**src/rtl/core/mcht_pkg.sv**
```systemverilog
// ----------------------------------------------------------------------------
// Monotone convex hull trick: shared package
// Hull depth, field and line types, status codes and sequencer states.
// ----------------------------------------------------------------------------
package mcht_pkg;

  localparam int HULL_DEPTH = 1024;
  localparam int IDX_W      = $clog2(HULL_DEPTH);
  localparam int CNT_W      = $clog2(HULL_DEPTH + 1);
  localparam int NUM_W      = 49;
  localparam int DEN_W      = 33;
  localparam int QUO_W      = 64;

  localparam logic signed [QUO_W-1:0] NEG_INF = {1'b1, {(QUO_W-1){1'b0}}};

  localparam logic OP_ADD   = 1'b0;
  localparam logic OP_QUERY = 1'b1;

  typedef enum logic [2:0] {
    ST_QUERY_OK = 3'd0,
    ST_ADDED    = 3'd1,
    ST_DUP      = 3'd2,
    ST_FULL     = 3'd3,
    ST_EMPTY    = 3'd4
  } status_t;

  typedef struct packed {
    logic               opcode;
    logic signed [31:0] slope;
    logic signed [47:0] intercept;
    logic signed [31:0] x_coord;
  } in_item_t;

  typedef struct packed {
    logic signed [63:0] min_value;
    logic [2:0]         status;
    logic [10:0]        line_count;
  } out_item_t;

  typedef struct packed {
    logic signed [31:0]      slope;
    logic signed [47:0]      intercept;
    logic signed [QUO_W-1:0] brk;
  } line_t;

  typedef enum logic [3:0] {
    S_IDLE,
    S_ADD_RD,
    S_ADD_DUP,
    S_ADD_LOOP,
    S_LOOP_RD,
    S_LOOP_DIV,
    S_DIV_WAIT,
    S_LOOP_CHK,
    S_Q_RD0,
    S_Q_MUL,
    S_Q_ACC,
    S_Q_RD1,
    S_FIN
  } state_t;

endpackage

```
**src/rtl/core/mcht_div.sv**
```systemverilog
// ----------------------------------------------------------------------------
// Monotone convex hull trick: floor divider
// Restoring division on magnitudes, one quotient bit per cycle, floor fix-up.
// ----------------------------------------------------------------------------
module mcht_div (
  input  logic                                clk,
  input  logic                                rst_n,
  input  logic                                start,
  input  logic signed [mcht_pkg::NUM_W-1:0]   num,
  input  logic signed [mcht_pkg::DEN_W-1:0]   den,
  output logic                                done,
  output logic signed [mcht_pkg::QUO_W-1:0]   quot
);
  import mcht_pkg::*;

  localparam int STEP_W = $clog2(NUM_W + 1);

  logic              busy_r;
  logic              done_r;
  logic [STEP_W-1:0] step_r;
  logic [DEN_W-1:0]  rem_r;
  logic [NUM_W-1:0]  qm_r;
  logic [DEN_W-1:0]  dm_r;
  logic              neg_r;

  logic [DEN_W:0]    rem_sh;
  logic [DEN_W:0]    diff;
  logic              ge;
  logic [QUO_W-1:0]  qx;

  assign rem_sh = {rem_r, qm_r[NUM_W-1]};
  assign diff   = rem_sh - {1'b0, dm_r};
  assign ge     = !diff[DEN_W];

  always_ff @(posedge clk) begin
    if (!rst_n) begin
      busy_r <= 1'b0;
      done_r <= 1'b0;
      step_r <= '0;
    end else begin
      done_r <= 1'b0;
      if (start) begin
        busy_r <= 1'b1;
        step_r <= STEP_W'(NUM_W);
      end else if (busy_r) begin
        step_r <= step_r - 1'b1;
        if (step_r == STEP_W'(1)) begin
          busy_r <= 1'b0;
          done_r <= 1'b1;
        end
      end
    end
  end

  always_ff @(posedge clk) begin
    if (start) begin
      qm_r  <= num[NUM_W-1] ? NUM_W'(-num) : NUM_W'(num);
      dm_r  <= den[DEN_W-1] ? DEN_W'(-den) : DEN_W'(den);
      rem_r <= '0;
      neg_r <= num[NUM_W-1] ^ den[DEN_W-1];
    end else if (busy_r) begin
      rem_r <= ge ? diff[DEN_W-1:0] : rem_sh[DEN_W-1:0];
      qm_r  <= {qm_r[NUM_W-2:0], ge};
    end
  end

  assign qx   = QUO_W'(qm_r);
  assign quot = neg_r ? $signed(~qx + QUO_W'(rem_r == '0)) : $signed(qx);
  assign done = done_r;

endmodule
```
**config.mk**
```make
export PLATFORM = sky130hd
export DESIGN_NAME = mcht_div
export DESIGN_NICKNAME = d
export VERILOG_FILES = /design/src/rtl/core/mcht_pkg.sv /design/src/rtl/core/mcht_div.sv
export SDC_FILE = /design/constraint.sdc
export NUM_CORES = 1
export LEC_CHECK = 0
export BUFFER_PORTS_ARGS = -buffer_cell sky130_fd_sc_hd__clkbuf_2
export CAP_MARGIN = 20
export CORE_ASPECT_RATIO = 1.5
export CORE_MARGIN = 2
export CORE_UTILIZATION = 45
export DETAILED_ROUTE_END_ITERATION = 10
export HOLD_SLACK_MARGIN = 0.12
export PLACE_DENSITY = 0.77
export SLEW_MARGIN = 10
export SYNTH_ARGS = -nofsm -noshare
export SYNTH_HDL_FRONTEND = slang
export SYNTH_SLANG_ARGS = --single-unit
```
**constraint.sdc**
```tcl
create_clock -name clk -period 6.5 [get_ports clk]
set_input_delay 0.65 -clock clk [delete_from_list [all_inputs] [get_ports clk]]
set_output_delay 0.65 -clock clk [all_outputs]
set_load 0.03 [all_outputs]
```
==> reports/qor.txt, run 1 <==
Outcome: finished, final reports clean
Setup Skew: 10.3 ps
Fin. Hold Viols: 0
Cell area after synthesis: 9580 sq um
Slowest CP cell: nor4_1
TritonRoute pass-1 iters: 5
Post-synth top area share: 26.0%
Routed wire length: 24800 um
Core Footprint: 21000 sq um
Fraction of registers with async set/reset: 0%
Cts hold-fix bufs: 0
GRT overflow: 0
WP data required: 5850 ps
Fill cells: 1932
CP startpoint kind: register
Die width: 123 um
Stages on the worst setup path: 13
TNS Setup: 0 ps
Final instance area: 11100 sq um
CP most frequent cell: nor3_1
Critical path, cell by cell: nor4_1 > nand4_1 > nor3_1 > ha_1 > nand2_1 > nor3_1 > nand3_1 > or2_2 > nor3_1 > nand2_1 > o41ai_1 > xnor2_1 > clkbuf_2
First-pass GRT wire length: 40400 um
ANT nets after route: 0
Worst slew margin: 33.7%
Kind of critical path: register to primary output
Critical Path Max Stage Delay: 520 ps
Finished Layout Cells: 1497
CTS clk-pin slew, worst paths: 60 ps
Crit path time final: 4920 ps
Max_cap viols: 0
Root Driver: clkbuf_16
Reg2Reg Setup Slack: 2640 ps
Final core occ: 53.1%
CTS buffer count: 17
Clock Latency Late Sink: 430 ps
CTS max path bufs: 2
Most frequent cells in the layout: clkbuf_2, nor2_1, xnor2_1
Primary FF master, synth: edfxtp_1
Placed wire-length estimate: 18700 um
EDFF count, synth: 83
Synth Warn #: 0
Vias: 8732
PwrDens: 263 nW/um^2
RSZ-0062 raised after global routing: no
DRC viols: 0
Via/cell ratio: 5.83
Distinct cells, synth: 64
Max Fanout on Critical Path: 13
CTS tree: done
Initial Utilization: 45.7%
Hold crit path type: primary input to register
Initial antenna violation count: 0
Largest net degree at the start of global routing: 84
Input/output buffers: 149
Leakage power: 4.26 nW
Most common cell after layout, fill and taps aside: clkbuf_2
# clock sinks: 124
Synth Area per Inst: 8.70 sq um
Highest clock rate: 203 MHz
Die Ht: 183 um
Placer congestion estimate: 0.981
Die ar.: 22500 sq um
Gr usage total: 22.5%
Area growth, synth to finish: 16.2%
WHS Path Cells: 1
CP arrival: 4270 ps
Gates resized, CTS repair: 0
Slew Limit Fails: 0
Worst reg-to-reg path cell count: 12
Top delay family on crit path: simple AND/OR/NAND/NOR gates
Row cnt: 65
I/O pin count: 150
Post-synthesis cell count: 1101
Nets: 1341
Area of the multi-input gates: 5850 sq um
CP endpoint kind: primary output
Part of the cycle the worst path needs: 75.7%
Initial DRC Count: 544
Final setup vio count: 0
Ant. Diodes: 0
Yosys top cell by area: edfxtp_1
Top area cells in the synthesized netlist: edfxtp_1, xnor2_1, dfxtp_1
VDD IR max: 0.172 mV
Number of global-route vias before repair: 8493
Worst slew pin tran: 995 ps
Post-CTS Setup Bufs: 0
Buf+Inv Stages, Crit Path: 1
Placed Cells: 1465
Routed len/inst: 16.6 um
Dpl cell area: 10500 sq um
Register bit count reported by yosys: 124
Register area share after synthesis: 34.6%
H-tree lvl count: 4
Syn Nets: 1226
Register area: 3310 sq um
Share of cells above drive strength 1: 17.5%
-- power by group --
group / leakage, nW / switching [mW] / total, mW / internal (mW)
Combinational: 2.82 / 0.574 / 0.905 / 0.330
Clock: 0.287 / 0.367 / 1.01 / 0.640
Sequential: 1.15 / 0.0761 / 1.01 / 0.939
Total: 4.26 / 1.02 / 2.93 / 1.91
-- kinds of logic after synthesis --
| family | synth area share (%) |
|---|---|
| simple gates | 17.2 |
| compound gates | 21.4 |
| xor+xnor | 14.2 |
| flops | 34.6 |
| buf+inv | 4.43 |
| fa+ha+maj | 5.30 |
| mux | 2.95 |
-- flip-flops by register name (all words and copies together), names as in the netlist --
name and cells:
qm_r 49, rem_r 33, step_r 6, neg_r 1
busy_r 1, done 1, dm_r 33
-- final cells by class --
class                      instances  share of cell area, %
clock inverter                    15                   1.76
sequential                       124                   29.8
clock buffer                      17                   3.82
multi-input combinational        865                   52.6
inverter                          52                   1.75
tap                              268                   3.01
timing repair buffer             156                   7.30
-- final timing paths --
check                            to              startpoint
max                        quot[45]   rem_r[6]$_SDFFE_PP0P_
min               dm_r[0]$_DFFE_PP_                  den[0]
min reg2reg  step_r[1]$_SDFFE_PP0P_  step_r[1]$_SDFFE_PP0P_
max reg2reg  rem_r[22]$_SDFFE_PP0P_      qm_r[48]$_DFFE_PP_
-- metal layers --
metal / wire, um / vias up / share of wire (%) / GRT usage [%]
met5: 0 / - / 0 / 0
met4: 985 / 0 / 4.0 / 11.4
met3: 1160 / 73 / 4.7 / 3.94
met2: 12900 / 272 / 52 / 40.2
met1: 9780 / 4112 / 39 / 25.2
li1: - / 4275 / - / -
-- metrics by stage --
| step | hold WS, ps | worst slack, ps | power, mW |
|---|---|---|---|
| floorplan | 469 | 2760 | 1.67 |
| global placement | 481 | 2170 | 1.91 |
| detailed placement | 499 | 2090 | 1.93 |
| CTS | 430 | 1630 | 2.94 |
| global route | 442 | 1310 | 3.07 |
| finish | 437 | 1580 | 2.93 |
-- cell usage after synthesis (26+ instances only) --
cell type	instances
a211oi_1	30
a21oi_1	92
clkbuf_1	54
dfxtp_1	41
edfxtp_1	83
ha_1	39
inv_1	49
mux2i_1	26
nand2_1	83
nor2_1	106
o21ai_0	59
o31ai_1	37
xnor2_1	94
xor2_1	61
(Power assumes the default switching activity.)
==> inputs of run 2 (changes only) <==
Settings changed: ABC_AREA set to 1, PLACE_DENSITY 0.77 to 0.76.
Clock period 6.5 ns to 4.6 ns, I/O delays scaled along.
==> reports/qor.txt, run 2 <==
Outcome: finished, final reports clean
Worst Hold End: dm_r[0]$_DFFE_PP_
Initial Utilization: 46.0% (+0.33 points)
Fin. Hold Viols: 0 (unchanged)
Post-synth top cells: nand2_1, inv_1, nor2_1
GRT overflow: 0 (unchanged)
Pint: 2.50 mW (+31%)
Reg2Reg Setup Slack: 1800 ps (-840 ps)
Area growth, synth to finish: 13.7%
Setup Skew: 9.22 ps (-1.04 ps)
VDD IR max: 0.217 mV (+26%)
Gr usage total: 29.9% (+7.3 points)
Final core occ: 52.3% (-0.74 points)
Worst r2r src: dm_r[26]$_DFFE_PP_
Die width: 137 um (+11%)
Largest reg by FF count: qm_r
DRC viols: 0 (unchanged)
Worst slew margin: 30.1% (-3.6 points)
I/O pin count: 150 (unchanged)
Cell with the most instances after synthesis: nand2_1
Clock share of power: 35.9% (+1.5 points)
Clock Latency Late Sink: 440 ps (about the same)
Routed len/inst: 17.2 um (+3.8%)
Fraction of registers with async set/reset: 0% (unchanged)
TNS Setup: 0 ps (unchanged)
CTS clk-pin slew, worst paths: 60 ps (about the same)
Routed wire length: 40700 um (+64%)
First-pass GRT wire length: 63400 um (+57%)
Row cnt: 72 (+11%)
Initial antenna violation count: 0 (unchanged)
Yosys top cell by area: edfxtp_1
H-tree lvl count: 4 (unchanged)
Logic pwr share: 28.8% (-2.1 points)
Die Ht: 203 um (+11%)
Kind of critical path: register to primary output
Part of the cycle the worst path needs: 92.2%
CP endpoint kind: primary output
Top area cells in the synthesized netlist: edfxtp_1, nand2_1, inv_1
Crit path time final: 4240 ps
Post-synth top area share: 21.0% (-5.1 points)
Worst R2R End: rem_r[20]$_SDFFE_PP0P_
Via/cell ratio: 5.36 (-8.2%)
Root Driver: clkbuf_16
CTS buffer count: 17 (unchanged)
Number of global-route vias before repair: 12557 (+48%)
PwrDens: 288 nW/um^2 (+9.7%)
Dpl ws: 783 ps (-1300 ps)
Largest registers: qm_r: 49 flops, dm_r: 33 flops, rem_r: 33 flops
Placer congestion estimate: 0.965 (-1.6%)
Share of cells above drive strength 1: 12.0% (-5.5 points)
Nets: 2144 (+60%)
GR Util met3: 3.35% (-0.59 points)
Hold path start: den[0]
Synth Warn #: 0 (unchanged)
Die ar.: 27800 sq um (+23%)
Max_cap viols: 0 (unchanged)
Max reg flops: 49 (unchanged)
Input/output buffers: 149 (unchanged)
Register area share after synthesis: 27.9% (-6.7 points)
Met1 Use GR: 29.7% (+4.5 points)
Sequential fraction of design power: 35.4% (+0.7 points)
Core Footprint: 25900 sq um (+23%)
Primary FF master, synth: edfxtp_1
Top Usage Layer GRT: met2
Synth Area per Inst: 6.30 sq um (-28%)
Post-synthesis cell count: 1889 (+72%)
Final instance area: 13500 sq um (+21%)
ANT nets after route: 0 (unchanged)
# clock sinks: 124 (unchanged)
CTS max path bufs: 2 (unchanged)
WHS Path Cells: 1 (unchanged)
Setup crit start: rem_r[16]$_SDFFE_PP0P_
Slew Limit Fails: 0 (unchanged)
Register bit count reported by yosys: 124 (unchanged)
Most frequent cells in the layout: nand2_1, inv_1, nor2_1
Distinct cells, synth: 50 (-22%)
TritonRoute pass-1 iters: 5 (unchanged)
Initial DRC Count: 929 (+71%)
Worst slew pin tran: 1050 ps (+53.9 ps)
Dpl cell area: 12900 sq um (+23%)
Sw Ratio: 35.9% (+1.2 points)
Syn Nets: 2014 (+64%)
Hold crit path type: primary input to register
Placed wire-length estimate: 32700 um (+75%)
WP data required: 4140 ps (-1710 ps)
Cell area after synthesis: 11900 sq um (+24%)
Fill cells: 2574 (+33%)
Final Power: 3.90 mW (+33%)
Ant. Diodes: 0 (unchanged)
Worst reg-to-reg path cell count: 12 (unchanged)
Most common cell after layout, fill and taps aside: nand2_1
Cts hold-fix bufs: 0 (unchanged)
CP startpoint kind: register
Max Fanout on Critical Path: 8 (-5)
Vias: 12669 (+45%)
Final setup vio count: 0 (unchanged)
CP arrival: 3780 ps (-490 ps)
Sw power: 1.40 mW (+38%)
EDFF count, synth: 83 (unchanged)
Highest clock rate: 236 MHz
Met2 GRT Util: 56.1% (+16 points)
Largest net degree at the start of global routing: 72 (-14%)
CTS tree: done
Setup ws final: 357 ps (-1220 ps)
Leakage power: 6.88 nW (+61%)
==> run 2: cell count changes after synthesis, moves of 34 or more <==
| cell | before | now |
|---|---|---|
| o31ai_1 | 37 | 3 |
| nor2_1 | 106 | 205 |
| inv_1 | 49 | 309 |
| a21oi_1 | 92 | 36 |
| nand2_1 | 83 | 578 |
| nand3_1 | 12 | 167 |
| xnor2_1 | 94 | 28 |
==> run 2: how the worst max path moves through the flow <==
stage / endpoint / slack (ps)
floorplan: quot[36] / 1510
global placement: quot[36] / 830
detailed placement: quot[36] / 780
CTS: quot[36] / 270
global route: quot[36] / -10
finish: quot[36] / 360
==> run 2: repair_timing <==
action,4_1_cts,5_1_grt
endpoints found under the setup margin,0,9
gates resized for setup,0,2
setup buffers,0,0
==> run 2: cell families (layout without fill, tap and decap cells) <==
| kind of cell | count (synthesis) | count (layout) | synth area share [%] |
|---|---|---|---|
| XOR/XNOR | 119 | 119 | 8.76 |
| flip-flops | 124 | 124 | 27.9 |
| buffers and inverters | 359 | 502 | 11.8 |
| adder cells (fa/ha/maj) | 40 | 40 | 4.27 |
| AND/OR/NAND/NOR | 1090 | 1090 | 40.0 |
| AO/OA/AOI/OAI | 157 | 157 | 7.28 |
==> run 2: metal layers <==
metal | vias up | part of all wire (%)
li1 | 6279 | -
met4 | 0 | 7.6
met2 | 497 | 53
met3 | 145 | 4.7
met5 | - | 0
met1 | 5748 | 35
==> run 2: through the flow <==
step | std cells | hold WS [ps]
floorplan | 1889 | 458
global placement | 2332 | 470
detailed placement | 2332 | 479
CTS | 2364 | 250
global route | 2365 | 252
finish | 2365 | 256
==> run 2: worst max-delay path, cell delays in order, from the launching register on <==
cell      delay, ps
dfxtp_1         350
nor4_2          400
nand4_1         240
nor3_1          290
ha_1            250
ha_1            200
nand3_2         120
nor2_2          150
nand3_2         100
nor2_1          160
nand2_2         140
nor3_1          180
nand3_1         200
nand2_2         190
xor2_1          160
clkbuf_2        220
==> run 2: final cells by class <==
type,count,area (sq um),area share (%)
inverter,313,1170,8.69
sequential,124,3310,24.5
multi-input combinational,1406,7190,53.1
clock buffer,21,460,3.40
timing repair buffer,157,828,6.12
clock inverter,11,144,1.06
tap,333,417,3.08
==> run 2: power by group through the flow <==
stage	clock (mW)	sequential, mW	combinational [mW]
after floorplan	0	1.37	0.754
after global placement	0	1.40	1.10
after detailed placement	0	1.40	1.11
after CTS	1.41	1.38	1.11
after global routing	1.46	1.39	1.22
final	1.40	1.38	1.12
